==> src/rtl/core/rlt_pkg.sv <==
// shared types, constants and helpers of the link tracker
// no dependencies
package rlt_pkg;

  localparam int unsigned DEPTH    = 32;
  localparam int unsigned IDXW     = $clog2(DEPTH);
  localparam int unsigned CNTW     = IDXW + 1;
  localparam int unsigned AVG_FRAC = 8;
  localparam int unsigned AVG_W    = 40;
  localparam int unsigned PROD_W   = AVG_W + 9;
  localparam int unsigned PCT_W    = 7;
  localparam int unsigned NUM_W    = 32 + PCT_W;
  localparam int unsigned DEN_W    = 33;
  localparam int unsigned STEPW    = $clog2(PCT_W);

  localparam logic [2:0] ACT_RECV = 3'd0;
  localparam logic [2:0] ACT_NEXT = 3'd1;
  localparam logic [2:0] ACT_ADD  = 3'd2;
  localparam logic [2:0] ACT_ACK  = 3'd3;
  localparam logic [2:0] ACT_SCAN = 3'd4;

  localparam logic [2:0] KIND_STATUS = 3'd0;
  localparam logic [2:0] KIND_OUTID  = 3'd1;
  localparam logic [2:0] KIND_RETRY  = 3'd2;
  localparam logic [2:0] KIND_GIVEUP = 3'd3;
  localparam logic [2:0] KIND_FULL   = 3'd4;

  localparam logic [1:0] CFG_RETRY_TO = 2'd0;
  localparam logic [1:0] CFG_ALIVE_TO = 2'd1;
  localparam logic [1:0] CFG_MAX_RETR = 2'd2;
  localparam logic [1:0] CFG_SCAN_EN  = 2'd3;

  typedef struct packed {
    logic [1:0]  retries;
    logic [31:0] sent;
    logic [31:0] seq;
  } entry_t;

  localparam int unsigned ENTRY_W = $bits(entry_t);

  typedef struct packed {
    logic [1:0]  prior_retries;
    logic [31:0] seq;
    logic [31:0] now_ms;
    logic [2:0]  action;
  } in_data_t;

  typedef struct packed {
    logic [31:0]      oldest_unacked;
    logic [5:0]       unacked_count;
    logic [AVG_W-1:0] ping_avg_q8;
    logic [31:0]      ping_last_ms;
    logic [PCT_W-1:0] loss_percent;
    logic [31:0]      packets_lost;
    logic [31:0]      packets_in;
    logic             alive;
    logic [1:0]       retry_count;
    logic [31:0]      seq_out;
  } out_data_t;

  function automatic logic [1:0] sat_inc(logic [1:0] r);
    return (r == 2'd3) ? r : r + 2'd1;
  endfunction

endpackage

==> src/rtl/core/rlt_ram.sv <==
// generic single-write, single-read ram with registered read data
// no dependencies
module rlt_ram #(
  parameter int unsigned WIDTH = 8,
  parameter int unsigned DEPTH = 16
) (
  input  logic                     clk_i,
  input  logic                     we_i,
  input  logic [$clog2(DEPTH)-1:0] waddr_i,
  input  logic [WIDTH-1:0]         wdata_i,
  input  logic [$clog2(DEPTH)-1:0] raddr_i,
  output logic [WIDTH-1:0]         rdata_o
);

  logic [WIDTH-1:0] mem_q [DEPTH];
  logic [WIDTH-1:0] rdata_q;

  always_ff @(posedge clk_i) begin
    if (we_i) begin
      mem_q[waddr_i] <= wdata_i;
    end
    rdata_q <= mem_q[raddr_i];
  end

  assign rdata_o = rdata_q;

endmodule

==> src/rtl/core/rlt_div.sv <==
// restoring divider for the loss percentage, one quotient bit a cycle
// depends on rlt_pkg
module rlt_div import rlt_pkg::*; (
  input  logic             clk_i,
  input  logic             rst_ni,
  input  logic             start_i,
  input  logic [NUM_W-1:0] num_i,
  input  logic [DEN_W-1:0] den_i,
  output logic             done_o,
  output logic [PCT_W-1:0] quot_o
);

  logic [NUM_W-1:0] rem_q, rem_d, dsh_q, dsh_d;
  logic [PCT_W-1:0] quot_q, quot_d;
  logic [STEPW-1:0] step_q, step_d;
  logic             busy_q, busy_d, done_q, done_d;
  logic             ge;

  assign ge = rem_q >= dsh_q;

  always_comb begin
    rem_d  = rem_q;
    dsh_d  = dsh_q;
    quot_d = quot_q;
    step_d = step_q;
    busy_d = busy_q;
    done_d = 1'b0;
    if (start_i) begin
      rem_d  = num_i;
      dsh_d  = NUM_W'({den_i, {(PCT_W-1){1'b0}}});
      quot_d = '0;
      step_d = '0;
      busy_d = 1'b1;
    end else if (busy_q) begin
      rem_d  = ge ? rem_q - dsh_q : rem_q;
      quot_d = {quot_q[PCT_W-2:0], ge};
      dsh_d  = dsh_q >> 1;
      step_d = step_q + 1'b1;
      if (step_q == STEPW'(PCT_W - 1)) begin
        busy_d = 1'b0;
        done_d = 1'b1;
      end
    end
  end

  always_ff @(posedge clk_i or negedge rst_ni) begin
    if (!rst_ni) begin
      busy_q <= 1'b0;
      done_q <= 1'b0;
      step_q <= '0;
    end else begin
      busy_q <= busy_d;
      done_q <= done_d;
      step_q <= step_d;
    end
  end

  always_ff @(posedge clk_i) begin
    rem_q  <= rem_d;
    dsh_q  <= dsh_d;
    quot_q <= quot_d;
  end

  assign done_o = done_q;
  assign quot_o = quot_q;

endmodule

==> src/rtl/core/reliable_link_tracker_unit.sv <==
// Reliability tracker for one link: receive accounting, outgoing ids, a 32-entry
// unacknowledged table in ram, round-trip averaging and timeout scans. One word
// is taken at a time; the block is not ready until all its result words are out.
// A receive runs the loss-percentage divider, which gives one bit a cycle; an add
// and an acknowledge make one sweep of the table ram, one entry a cycle, and a
// matching acknowledge then does the round-trip averaging. A scan makes one sweep,
// then one more for each expired entry, so that each retry or give-up comes out in
// ascending sequence order. Each result also waits for m_axis_tready_i.
// Depends on rlt_pkg, rlt_ram and rlt_div.
module reliable_link_tracker_unit import rlt_pkg::*; (
  input  logic         clk_i,
  input  logic         rst_ni,
  input  logic         s_axis_tvalid_i,
  output logic         s_axis_tready_o,
  // action, now_ms, seq, prior_retries, zero pad
  input  logic [71:0]  s_axis_tdata_i,
  output logic         m_axis_tvalid_o,
  input  logic         m_axis_tready_i,
  // seq_out, retry_count, alive, packets_in, packets_lost, loss_percent,
  // ping_last_ms, ping_avg_q8, unacked_count, oldest_unacked
  output logic [215:0] m_axis_tdata_o,
  output logic         m_axis_tlast_o,
  // kind
  output logic [2:0]   m_axis_tuser_o,
  input  logic         cfg_we_i,
  input  logic [1:0]   cfg_idx_i,
  input  logic [31:0]  cfg_data_i
);

  localparam logic [3:0] ST_IDLE   = 4'd0;
  localparam logic [3:0] ST_DSTART = 4'd1;
  localparam logic [3:0] ST_DWAIT  = 4'd2;
  localparam logic [3:0] ST_WALK   = 4'd3;
  localparam logic [3:0] ST_POST   = 4'd4;
  localparam logic [3:0] ST_AVG1   = 4'd5;
  localparam logic [3:0] ST_AVG2   = 4'd6;
  localparam logic [3:0] ST_EMIT   = 4'd7;
  localparam logic [3:0] ST_OWAIT  = 4'd8;
  localparam logic [3:0] ST_SNEXT  = 4'd9;

  localparam logic [1:0] W_ADD  = 2'd0;
  localparam logic [1:0] W_ACK  = 2'd1;
  localparam logic [1:0] W_SCAN = 2'd2;
  localparam logic [1:0] W_SEL  = 2'd3;

  in_data_t in_w;
  assign in_w = in_data_t'(s_axis_tdata_i[$bits(in_data_t)-1:0]);

  // configuration
  logic [31:0] rto_q, ato_q;
  logic [1:0]  maxr_q;
  logic        scen_q;

  // link state
  logic [31:0]       exp_q, exp_d, nxt_q, nxt_d, rcv_q, rcv_d, lost_q, lost_d;
  logic [PCT_W-1:0]  pct_q, pct_d;
  logic [31:0]       rtt_q, rtt_d, old_q, old_d, lrx_q, lrx_d;
  logic [AVG_W-1:0]  avg_q, avg_d;
  logic              alive_q, alive_d;
  logic [DEPTH-1:0]  valid_q, valid_d;
  logic [CNTW-1:0]   cnt_q, cnt_d;

  // sequencer
  logic [3:0]        state_q, state_d;
  logic [1:0]        wmode_q, wmode_d;
  logic [31:0]       now_q, now_d, seq_q, seq_d;
  logic [1:0]        prior_q, prior_d;
  logic [CNTW-1:0]   wcnt_q, wcnt_d;
  logic              match_q, match_d, free_q, free_d, minf_q, minf_d;
  logic [IDXW-1:0]   midx_q, midx_d, fidx_q, fidx_d;
  logic [31:0]       mtime_q, mtime_d, min_q, min_d;
  logic [DEPTH-1:0]  mask_q, mask_d;
  logic [CNTW-1:0]   mcnt_q, mcnt_d, gcnt_q, gcnt_d;
  logic              self_q, self_d;
  logic [IDXW-1:0]   sidx_q, sidx_d;
  logic [31:0]       sseq_q, sseq_d;
  logic [1:0]        sret_q, sret_d;
  logic [PROD_W-1:0] prod_q, prod_d;

  // pending result word
  logic [2:0]  ekind_q, ekind_d;
  logic [31:0] eseq_q, eseq_d;
  logic [1:0]  erc_q, erc_d;
  logic        elast_q, elast_d;

  // output register
  logic        ovalid_q, ovalid_d, olast_q, olast_d;
  logic [2:0]  okind_q, okind_d;
  out_data_t   odata_q, odata_d;

  // table ram
  logic            ram_we;
  logic [IDXW-1:0] ram_waddr;
  entry_t          ram_wdata, rd;
  logic [ENTRY_W-1:0] ram_rdata;

  // divider
  logic             div_start, div_done;
  logic [NUM_W-1:0] div_num;
  logic [DEN_W-1:0] div_den;
  logic [PCT_W-1:0] div_quot;

  logic [IDXW-1:0]  pidx;
  logic [31:0]      elapsed, rcv_inc;
  logic [1:0]       rinc;
  logic [AVG_W-1:0] pq;
  logic [PROD_W-1:0] pq_ext, avg_ext, sum_w;
  logic [CNTW-1:0]  newcnt;

  rlt_ram #(
    .WIDTH(ENTRY_W),
    .DEPTH(DEPTH)
  ) u_ram (
    .clk_i  (clk_i),
    .we_i   (ram_we),
    .waddr_i(ram_waddr),
    .wdata_i(ram_wdata),
    .raddr_i(wcnt_q[IDXW-1:0]),
    .rdata_o(ram_rdata)
  );

  rlt_div u_div (
    .clk_i  (clk_i),
    .rst_ni (rst_ni),
    .start_i(div_start),
    .num_i  (div_num),
    .den_i  (div_den),
    .done_o (div_done),
    .quot_o (div_quot)
  );

  assign rd      = entry_t'(ram_rdata);
  assign pidx    = IDXW'(wcnt_q - 1'b1);
  assign elapsed = now_q - rd.sent;
  assign rinc    = sat_inc(rd.retries);
  assign rcv_inc = rcv_q + 32'd1;
  assign pq      = AVG_W'({rtt_q, {AVG_FRAC{1'b0}}});
  assign pq_ext  = PROD_W'(pq);
  assign avg_ext = PROD_W'(avg_q);
  assign sum_w   = prod_q + (pq_ext << 3) + (pq_ext << 2) + pq_ext;
  assign newcnt  = match_q ? cnt_q : cnt_q + 1'b1;

  assign div_num = (NUM_W'(lost_q) << 6) + (NUM_W'(lost_q) << 5) + (NUM_W'(lost_q) << 2);
  assign div_den = DEN_W'(rcv_q) + DEN_W'(lost_q);

  always_comb begin
    exp_d = exp_q;  nxt_d = nxt_q;  rcv_d = rcv_q;  lost_d = lost_q;
    pct_d = pct_q;  rtt_d = rtt_q;  old_d = old_q;  lrx_d = lrx_q;
    avg_d = avg_q;  alive_d = alive_q;  valid_d = valid_q;  cnt_d = cnt_q;
    state_d = state_q;  wmode_d = wmode_q;
    now_d = now_q;  seq_d = seq_q;  prior_d = prior_q;  wcnt_d = wcnt_q;
    match_d = match_q;  free_d = free_q;  minf_d = minf_q;
    midx_d = midx_q;  fidx_d = fidx_q;  mtime_d = mtime_q;  min_d = min_q;
    mask_d = mask_q;  mcnt_d = mcnt_q;  gcnt_d = gcnt_q;
    self_d = self_q;  sidx_d = sidx_q;  sseq_d = sseq_q;  sret_d = sret_q;
    prod_d = prod_q;
    ekind_d = ekind_q;  eseq_d = eseq_q;  erc_d = erc_q;  elast_d = elast_q;
    ovalid_d = ovalid_q;  olast_d = olast_q;  okind_d = okind_q;  odata_d = odata_q;
    ram_we = 1'b0;  ram_waddr = '0;  ram_wdata = '0;
    div_start = 1'b0;

    case (state_q)
      ST_IDLE: begin
        if (s_axis_tvalid_i) begin
          now_d   = in_w.now_ms;
          seq_d   = in_w.seq;
          prior_d = in_w.prior_retries;
          ekind_d = KIND_STATUS;
          eseq_d  = '0;
          erc_d   = '0;
          elast_d = 1'b1;
          state_d = ST_EMIT;
          wcnt_d  = '0;
          match_d = 1'b0;
          free_d  = 1'b0;
          minf_d  = 1'b0;
          mask_d  = '0;
          mcnt_d  = '0;
          gcnt_d  = '0;
          case (in_w.action)
            ACT_RECV: begin
              lrx_d = in_w.now_ms;
              rcv_d = rcv_inc;
              if (in_w.seq > exp_q) begin
                lost_d = lost_q + (in_w.seq - exp_q);
                exp_d  = in_w.seq + 32'd1;
              end else if (in_w.seq == exp_q) begin
                exp_d = exp_q + 32'd1;
              end
              if (rcv_inc != '0) begin
                state_d = ST_DSTART;
              end
            end
            ACT_NEXT: begin
              ekind_d = KIND_OUTID;
              eseq_d  = nxt_q;
              nxt_d   = nxt_q + 32'd1;
            end
            ACT_ADD: begin
              wmode_d = W_ADD;
              state_d = ST_WALK;
            end
            ACT_ACK: begin
              wmode_d = W_ACK;
              state_d = ST_WALK;
            end
            ACT_SCAN: begin
              if (scen_q) begin
                wmode_d = W_SCAN;
                state_d = ST_WALK;
              end
            end
            default: begin
            end
          endcase
        end
      end
      ST_DSTART: begin
        div_start = 1'b1;
        state_d   = ST_DWAIT;
      end
      ST_DWAIT: begin
        if (div_done) begin
          pct_d   = div_quot;
          state_d = ST_EMIT;
        end
      end
      ST_WALK: begin
        if (wcnt_q != '0) begin
          case (wmode_q)
            W_ADD: begin
              if (valid_q[pidx] && rd.seq == seq_q) begin
                match_d = 1'b1;
                midx_d  = pidx;
              end
              if (!valid_q[pidx] && !free_q) begin
                free_d = 1'b1;
                fidx_d = pidx;
              end
            end
            W_ACK: begin
              if (valid_q[pidx] && rd.seq == seq_q) begin
                match_d = 1'b1;
                midx_d  = pidx;
                mtime_d = rd.sent;
              end
              if (valid_q[pidx] && rd.seq != seq_q && (!minf_q || rd.seq < min_q)) begin
                minf_d = 1'b1;
                min_d  = rd.seq;
              end
            end
            W_SCAN: begin
              if (valid_q[pidx] && elapsed > rto_q) begin
                mask_d[pidx] = 1'b1;
                mcnt_d = mcnt_q + 1'b1;
                if (rinc >= maxr_q) begin
                  gcnt_d = gcnt_q + 1'b1;
                end
              end
            end
            default: begin
              if (mask_q[pidx] && (!self_q || rd.seq < sseq_q)) begin
                self_d = 1'b1;
                sidx_d = pidx;
                sseq_d = rd.seq;
                sret_d = rinc;
              end
            end
          endcase
        end
        wcnt_d = wcnt_q + 1'b1;
        if (wcnt_q == CNTW'(DEPTH)) begin
          state_d = ST_POST;
        end
      end
      ST_POST: begin
        state_d = ST_EMIT;
        case (wmode_q)
          W_ADD: begin
            if (match_q || free_q) begin
              ram_we    = 1'b1;
              ram_waddr = match_q ? midx_q : fidx_q;
              ram_wdata = '{retries: prior_q, sent: now_q, seq: seq_q};
              valid_d[ram_waddr] = 1'b1;
              cnt_d = newcnt;
              if (newcnt == CNTW'(1)) begin
                old_d = seq_q;
              end
            end else begin
              ekind_d = KIND_FULL;
              eseq_d  = seq_q;
            end
          end
          W_ACK: begin
            if (match_q) begin
              valid_d[midx_q] = 1'b0;
              cnt_d = cnt_q - 1'b1;
              rtt_d = now_q - mtime_q;
              if (cnt_q != CNTW'(1)) begin
                old_d = min_q;
              end
              state_d = ST_AVG1;
            end
          end
          W_SCAN: begin
            valid_d = valid_q & ~mask_q;
            cnt_d   = cnt_q - mcnt_q;
            lost_d  = lost_q + 32'(gcnt_q);
            if (now_q - lrx_q > ato_q) begin
              alive_d = 1'b0;
            end
            state_d = ST_SNEXT;
          end
          default: begin
            mask_d[sidx_q] = 1'b0;
            ekind_d = (sret_q >= maxr_q) ? KIND_GIVEUP : KIND_RETRY;
            eseq_d  = sseq_q;
            erc_d   = sret_q;
            elast_d = 1'b0;
          end
        endcase
      end
      ST_AVG1: begin
        if (avg_q == '0) begin
          avg_d   = pq;
          state_d = ST_EMIT;
        end else begin
          prod_d  = (avg_ext << 8) - (avg_ext << 3) - (avg_ext << 2) - avg_ext;
          state_d = ST_AVG2;
        end
      end
      ST_AVG2: begin
        avg_d   = sum_w[AVG_W+7:8];
        state_d = ST_EMIT;
      end
      ST_EMIT: begin
        ovalid_d = 1'b1;
        olast_d  = elast_q;
        okind_d  = ekind_q;
        odata_d  = '{oldest_unacked: old_q,
                     unacked_count:  6'(cnt_q),
                     ping_avg_q8:    avg_q,
                     ping_last_ms:   rtt_q,
                     loss_percent:   pct_q,
                     packets_lost:   lost_q,
                     packets_in:     rcv_q,
                     alive:          alive_q,
                     retry_count:    erc_q,
                     seq_out:        eseq_q};
        state_d  = ST_OWAIT;
      end
      ST_OWAIT: begin
        if (m_axis_tready_i) begin
          ovalid_d = 1'b0;
          state_d  = elast_q ? ST_IDLE : ST_SNEXT;
        end
      end
      ST_SNEXT: begin
        if (mask_q == '0) begin
          ekind_d = KIND_STATUS;
          eseq_d  = '0;
          erc_d   = '0;
          elast_d = 1'b1;
          state_d = ST_EMIT;
        end else begin
          wmode_d = W_SEL;
          wcnt_d  = '0;
          self_d  = 1'b0;
          state_d = ST_WALK;
        end
      end
      default: begin
        state_d = ST_IDLE;
      end
    endcase
  end

  always_ff @(posedge clk_i or negedge rst_ni) begin
    if (!rst_ni) begin
      rto_q    <= 32'd5000;
      ato_q    <= 32'd60000;
      maxr_q   <= 2'd3;
      scen_q   <= 1'b1;
      exp_q    <= '0;
      nxt_q    <= '0;
      rcv_q    <= '0;
      lost_q   <= '0;
      pct_q    <= '0;
      rtt_q    <= '0;
      old_q    <= '0;
      lrx_q    <= '0;
      avg_q    <= '0;
      alive_q  <= 1'b1;
      valid_q  <= '0;
      cnt_q    <= '0;
      state_q  <= ST_IDLE;
      ovalid_q <= 1'b0;
    end else begin
      if (cfg_we_i) begin
        case (cfg_idx_i)
          CFG_RETRY_TO: rto_q  <= cfg_data_i;
          CFG_ALIVE_TO: ato_q  <= cfg_data_i;
          CFG_MAX_RETR: maxr_q <= cfg_data_i[1:0];
          CFG_SCAN_EN:  scen_q <= cfg_data_i[0];
          default: begin
          end
        endcase
      end
      exp_q    <= exp_d;
      nxt_q    <= nxt_d;
      rcv_q    <= rcv_d;
      lost_q   <= lost_d;
      pct_q    <= pct_d;
      rtt_q    <= rtt_d;
      old_q    <= old_d;
      lrx_q    <= lrx_d;
      avg_q    <= avg_d;
      alive_q  <= alive_d;
      valid_q  <= valid_d;
      cnt_q    <= cnt_d;
      state_q  <= state_d;
      ovalid_q <= ovalid_d;
    end
  end

  always_ff @(posedge clk_i) begin
    wmode_q <= wmode_d;
    now_q   <= now_d;
    seq_q   <= seq_d;
    prior_q <= prior_d;
    wcnt_q  <= wcnt_d;
    match_q <= match_d;
    free_q  <= free_d;
    minf_q  <= minf_d;
    midx_q  <= midx_d;
    fidx_q  <= fidx_d;
    mtime_q <= mtime_d;
    min_q   <= min_d;
    mask_q  <= mask_d;
    mcnt_q  <= mcnt_d;
    gcnt_q  <= gcnt_d;
    self_q  <= self_d;
    sidx_q  <= sidx_d;
    sseq_q  <= sseq_d;
    sret_q  <= sret_d;
    prod_q  <= prod_d;
    ekind_q <= ekind_d;
    eseq_q  <= eseq_d;
    erc_q   <= erc_d;
    elast_q <= elast_d;
    olast_q <= olast_d;
    okind_q <= okind_d;
    odata_q <= odata_d;
  end

  assign s_axis_tready_o = (state_q == ST_IDLE);
  assign m_axis_tvalid_o = ovalid_q;
  assign m_axis_tlast_o  = olast_q;
  assign m_axis_tuser_o  = okind_q;
  assign m_axis_tdata_o  = odata_q;

endmodule

==> config.mk <==
export PLATFORM = sky130hd
export DESIGN_NAME = reliable_link_tracker_unit
export DESIGN_NICKNAME = d
export VERILOG_FILES = /design/src/rtl/core/rlt_pkg.sv /design/src/rtl/core/rlt_ram.sv /design/src/rtl/core/rlt_div.sv /design/src/rtl/core/reliable_link_tracker_unit.sv
export SDC_FILE = /design/constraint.sdc
export NUM_CORES = 2
export LEC_CHECK = 0
export BUFFER_PORTS_ARGS = -buffer_cell sky130_fd_sc_hd__buf_4
export CORE_MARGIN = 4
export CORE_UTILIZATION = 50
export DETAILED_ROUTE_END_ITERATION = 12
export GPL_TIMING_DRIVEN = 0
export HOLD_SLACK_MARGIN = 0.12
export MAX_ROUTING_LAYER = met4
export PLACE_DENSITY = 0.64
export RECOVER_POWER = 50
export SLEW_MARGIN = 20
export SYNTH_ARGS = -nofsm -noshare
export SYNTH_HDL_FRONTEND = slang
export SYNTH_SLANG_ARGS = --single-unit
==> constraint.sdc <==
create_clock -name clk_i -period 28.6 [get_ports clk_i]
set_input_delay 2.86 -clock clk_i [delete_from_list [all_inputs] [get_ports clk_i]]
set_output_delay 2.86 -clock clk_i [all_outputs]
set_load 0.02 [all_outputs]
* Word-level counts from Yosys, hierarchy flattened
Memories as Yosys holds them, arrays and structs flattened. A register that Yosys moved wholly into a read port is not among the register bits.
Cells that the tools add are included.
** Word-level totals
- Logic and storage cells :: 389
- Output and inout bits :: 222
- Latch bits :: 0
- Memory bits (writable) :: 2112
- Memories kept :: 1
- Flip-flop bits (word level) :: 1013
- Bits in read-only memories :: 0
** Memory list
- u_ram.mem_q :: words 32, width 66, rd ports 1, clocked after Yosys merged registers in 1, wr ports 1, RTL line rlt_ram.sv:15 : logic [WIDTH-1:0] mem_q [DEPTH];
** Cells by class
- Multiply operators :: 0
- Reduce and logical (&&, ||, !) cells :: 78
- Shifts and indexed selects :: 0
- Add/sub/neg operators :: 29
- Muxes and demuxes :: 137
- Magnitude comparators :: 16
- Divide/modulo/power cells :: 0
- Bitwise operators :: 10
- Equality and inequality tests :: 57
** Operator list (number)
- two-way mux 32 bit :: 21
- case mux 32 bit (3 select lines) :: 3
- two-way mux 66 bit :: 3
- two-way mux 39 bit :: 5
- case mux 32 bit (2 select lines) :: 3
- adder 32 x 1 -> 32 bit (second input constant) :: 4
- subtractor 32 bit :: 4
- AND 32 bit :: 3
- > comparator 32 bit :: 3
- NOT 32 bit :: 3
- case mux 40 bit (2 select lines) :: 1
- two-way mux 6 bit :: 12
- == test 32 bit :: 2
- < comparator 32 bit :: 2
- OR 32 bit :: 2
- inequality test 2 bit (second input constant) :: 25
- adder 48 x 40 -> 48 bit :: 1
- adder 48 x 42 -> 48 bit :: 1
- adder 48 x 43 -> 48 bit :: 1
- subtractor 48 x 40 -> 48 bit :: 1
- subtractor 48 x 42 -> 48 bit :: 1
- subtractor 48 x 43 -> 48 bit :: 1
- logical NOT 40 bit :: 1
- two-way mux 40 bit :: 1
- 68 further kinds :: 223

* Depth between registers and ports, before layout
- Word-level depth :: 10
- Depth in mapped cells :: 24

* Cells and area by module
A second synthesis with hierarchy kept.
** Second synthesis, totals
- Cells, all modules :: 9889
- Area total of the unflattened synthesis :: 148733.9 um^2
** Modules (own cells, without submodules)
- rlt_ram :: cells each 3197, area each 81453.1 um^2, seq. area each 64742.1 um^2, times used 1
- reliable_link_tracker_unit :: cells each 6028, area each 61146.1 um^2, seq. area each 25584.5 um^2, times used 1
- rlt_div :: cells each 664, area each 6134.6 um^2, seq. area each 2547.4 um^2, times used 1

* Least setup slack after synthesis
Ideal clock, no wire load.
- Path type :: register -> register
- Start :: reg state_q[0]
- End :: reg odata_q (netlist bit m_axis_tdata_o[0]) (enable)
- Slack :: 17.623 ns
- Stages on the path, launching flop included :: 5
- Arrival :: 10.169 ns
- Period minus slack after synthesis :: 10.977 ns
- Cell sequence :: dfrtp_1 clkbuf_1 buf_1 nand2_1 nor2_1
** On the way
- Longest elaborated chain between the ends :: 1
** Ends and longest elaborated chain
- from (decl) :: RTL line reliable_link_tracker_unit.sv:64 : logic [3:0] state_q, state_d;
- from (signal assigned) :: RTL line reliable_link_tracker_unit.sv:421 : state_q <= state_d;
- == test 4 x 3 -> 1 bit :: RTL line reliable_link_tracker_unit.sv:162 : case (state_q)
- to (signal assigned) :: RTL line reliable_link_tracker_unit.sv:453 : odata_q <= odata_d;
- to (decl) :: RTL line reliable_link_tracker_unit.sv:89 : out_data_t odata_q, odata_d;
Every way passes these cells.
A chain may end at the register's enable or synchronous reset.

==> flow_metrics.py <==
metrics = {
    "sta": {
        "hold_viol": 0,
        "min_period_over_period_pct": 48.0,
        "fin_skew_ns": 0.0656,
        "setup_slack_ns": 14.88,
        "slew_headroom_pct": -227,
        "tns_ns": 0,
        "period_minus_slack_ns": 13.72,
        "worst_slew_pin_slew_ns": 4.90,
        "rsz0062_at_grt": "no",
        "setup_violations": 0,
        "holdWs_ns": 0.397,
        "drv_slew": 1530,
        "max_freq_ghz": 0.0729,
    },
    "cts": {
        "cts_setup_buffers": 0,
        "cts-resized-gates": 0,
        "clockRootBuffer": "clkbuf_16",
        "clk_pin_slew_ns": 0.06,
        "htree_levels": 5,
        "worst_skew_pair.late_latency_ns": 0.90,
        "cts_tree": "yes",
        "numCtsBuffers": 336,
        "post_cts_hold_buffer_count": 0,
        "cts.path.max_buffers": 4,
        "clkSinkCount": 3183,
    },
    "floorplanning": {
        "core-area_sq_mm": 0.294,
        "pin_count": 333,
        "num_rows": 199,
        "die_x_um": 552,
        "die_height_um": 552,
        "start_util_pct": 50.3,
        "die_area_sq_mm": 0.304,
    },
    "drt": {
        "final_antenna_net_count": 0,
        "via_per_inst": 6.05,
        "wl_per_cell_um": 28.2,
        "drt_iter0_markers": 9278,
        "wirelength_um": 416000,
        "drc": 0,
        "vias": 89200,
        "dr.pass1.iters": 6,
    },
    "global_route": {
        "antenna_found_initial": 48,
        "first_global_vias": 89700,
        "grt_overflow": 0,
        "grt_usage_pct": 27.9,
        "grt_pass1_wl_um": 603000,
        "grt_max_degree": 88,
    },
    "setup_path": {
        "cp_slowest_cell": "clkbuf_1",
        "cp_max_fo": 79,
        "worst-path-buf-inv": 4,
        "critPathArrivalTime_ns": 13.71,
        "r2r-end": "gcnt_q[3]",
        "end_kind": "asynchronous set/reset pin",
        "reg2regPathDepth": 17,
        "critical_path_class": "input port to asynchronous set/reset pin",
        "rr_startpoint": "wcnt_q[0]",
        "setup.worst_path.start_class": "input port",
        "crit_chain": "clkbuf_1 > clkbuf_1 > clkbuf_1 > clkbuf_1",
        "rrSetupSlack_ns": 19.99,
        "crit_required_ns": 28.59,
        "crit_family": "buffers and inverters",
        "cp_common_cell": "clkbuf_1",
        "max_stage_delay_ns": 3.36,
        "cp.depth": 4,
    },
    "synth": {
        "async_flop_share_pct": 12.2,
        "synth_top_cell_by_area": "edfxtp_1",
        "yosysMostFrequentCell": "edfxtp_1",
        "synth_ff_type": "edfxtp_1",
        "synthesis.nets": 10600,
        "yosysSeqAreaShare_pct": 62.8,
        "netlist_instances": 9715,
        "ys_types": 84,
        "ys_warn_count": 0,
        "synth_common_cells": "2717 x edfxtp_1, 679 x mux4_2, 648 x inv_1, 587 x nand2_1, 565 x ha_1",
        "syn_avg_cell_area_sq_um": 15.2,
        "synthTopCellsByArea": "edfxtp_1 55%, mux4_2 10%, dfrtp_1 6.3%, ha_1 4.8%, fa_1 2.7%",
        "synth_top_cell_area_share_pct": 55.2,
        "ys_ff_latch": 3183,
        "synth_area_sq_mm": 0.148,
        "synth_edf_count": 2717,
    },
    "place": {
        "hpwl_um": 307000,
        "dp_cells": 14100,
        "portBuffers": 329,
        "gp_congestion": 0.950,
        "dpl_cell_area_sq_mm": 0.159,
        "pre_cts_ws_ns": 19.35,
    },
    "hold_path": {
        "min_from": "eseq_q[19]",
        "hold_class": "flip-flop to flip-flop",
        "min_path_cells": 0,
        "hold_end": "m_axis_tdata_o[19]",
    },
    "layout": {
        "multi_input_area_sq_mm": 0.0515,
        "nNetsFinal": 11400,
        "fin_cells": 14800,
        "finalCoreUtilization_pct": 57.8,
        "stdcell_area_sq_mm": 0.170,
        "drive_gt1_share_pct": 17.1,
        "area_growth_pct": 15.0,
        "final-seq-area_sq_mm": 0.0929,
        "fillers": 22400,
    },
    "power": {
        "power_density_mw_per_mm2": 117,
        "p_seq_share_pct": 32.4,
        "swShare_pct": 39.5,
        "p_leak_nw": 56.6,
        "vdd_drop_max_v": 0.000117,
        "p_comb_share_pct": 45.2,
        "total_power_mw": 19.9,
        "p_sw_mw": 7.85,
        "p_int_mw": 12.0,
        "clkPwrFrac_pct": 22.4,
    },
    "run_status": {
        "failed_checks": "capacitance limit, slew limit",
        "status": "complete, but fails checks",
    },
    "job": {
        "cap_violations": 43,
    },
}
==> layout by cell type, fill, tap and decap left out, types with 94 or more instances in the layout <==
| master | netlist | final |
|---|---|---|
| nand2_1 | 587 | 587 |
| buf_4 | 0 | 261 |
| dfrtp_1 | 371 | 371 |
| mux2_2 | 125 | 125 |
| mux4_2 | 679 | 679 |
| xnor2_1 | 273 | 273 |
| edfxtp_1 | 2717 | 2717 |
| nor2_1 | 359 | 330 |
| nand4_1 | 94 | 94 |
| fa_1 | 200 | 200 |
| clkbuf_16 | 0 | 339 |
| xor2_1 | 136 | 136 |
| ha_1 | 565 | 565 |
| o21ai_0 | 547 | 545 |
| mux2i_1 | 114 | 114 |
| a21oi_1 | 472 | 471 |
| clkbuf_1 | 290 | 404 |
| nand3_1 | 181 | 181 |
| inv_1 | 648 | 648 |
| a21o_1 | 203 | 203 |
==> registers in the layout, summed over array words and instances, names as in the netlist, 39 cells and up <==
register        cells
u_ram.mem_q      2112
m_axis_tdata_o    216
prod_q             40
avg_q              40
u_ram.rdata_o      66
u_div.dsh_q        39
u_div.rem_q        39
==> per-layer routing <==
layer | global-route usage, % | part of all wire, % | up-vias
met5 | - | 0 | -
li1 | - | - | 38900
met4 | 8.15 | 3.3 | 0
met2 | 45.4 | 49 | 3832
met1 | 36.5 | 40 | 45800
met3 | 4.46 | 7.8 | 747
==> logic make-up (layout without fill, tap and decap cells) <==
| kind of cell | Yosys count | in the layout | share of synthesized area [%] |
|---|---|---|---|
| AO/OA/AOI/OAI | 1716 | 1716 | 7.08 |
| XOR/XNOR | 409 | 409 | 2.42 |
| adder cells (fa/ha/maj) | 765 | 765 | 7.49 |
| buffers and inverters | 1008 | 2105 | 2.57 |
| flip-flops | 3183 | 3183 | 62.8 |
| multiplexers | 918 | 918 | 12.1 |
| other | 0 | 27 | 0 |
| AND/OR/NAND/NOR | 1716 | 1716 | 5.56 |
==> how the worst max path moves through the flow <==
stage	from	to	slack (ns)
2_1_floorplan	state_q[0]	m_axis_tdata_o[0]	17.62
5_1_grt	rst_ni	rto_q[13]	12.91
3_3_place_gp	state_q[0]	m_axis_tdata_o[152]	13.56
4_1_cts	s_axis_tdata_i[64]	exp_q[28]	20.25
6_report	rst_ni	rto_q[18]	14.88
3_5_place_dp	s_axis_tdata_i[64]	exp_q[28]	19.35
==> power groups by stage <==
stage	Combinational (mW)	Clock, mW	Sequential, mW
5_1_grt	9.88	4.71	6.49
2_1_floorplan	6.27	0	6.32
3_5_place_dp	8.86	0	6.52
6_report	8.98	4.44	6.44
4_1_cts	8.95	4.51	6.43
3_3_place_gp	8.65	0	6.58
==> area by class of cell <==
class	count	share of cell area (%)
flip-flops and latches	3183	54.6
multi-input cells	5524	30.3
clock buffers	404	5.22
repair buffers	496	3.34
well taps	3919	2.88
inverters	650	1.44
clock inverters	197	1.33
plain buffers	358	0.830
diodes	27	0.0398
No activity file was read; power rests on OpenSTA's default activity.
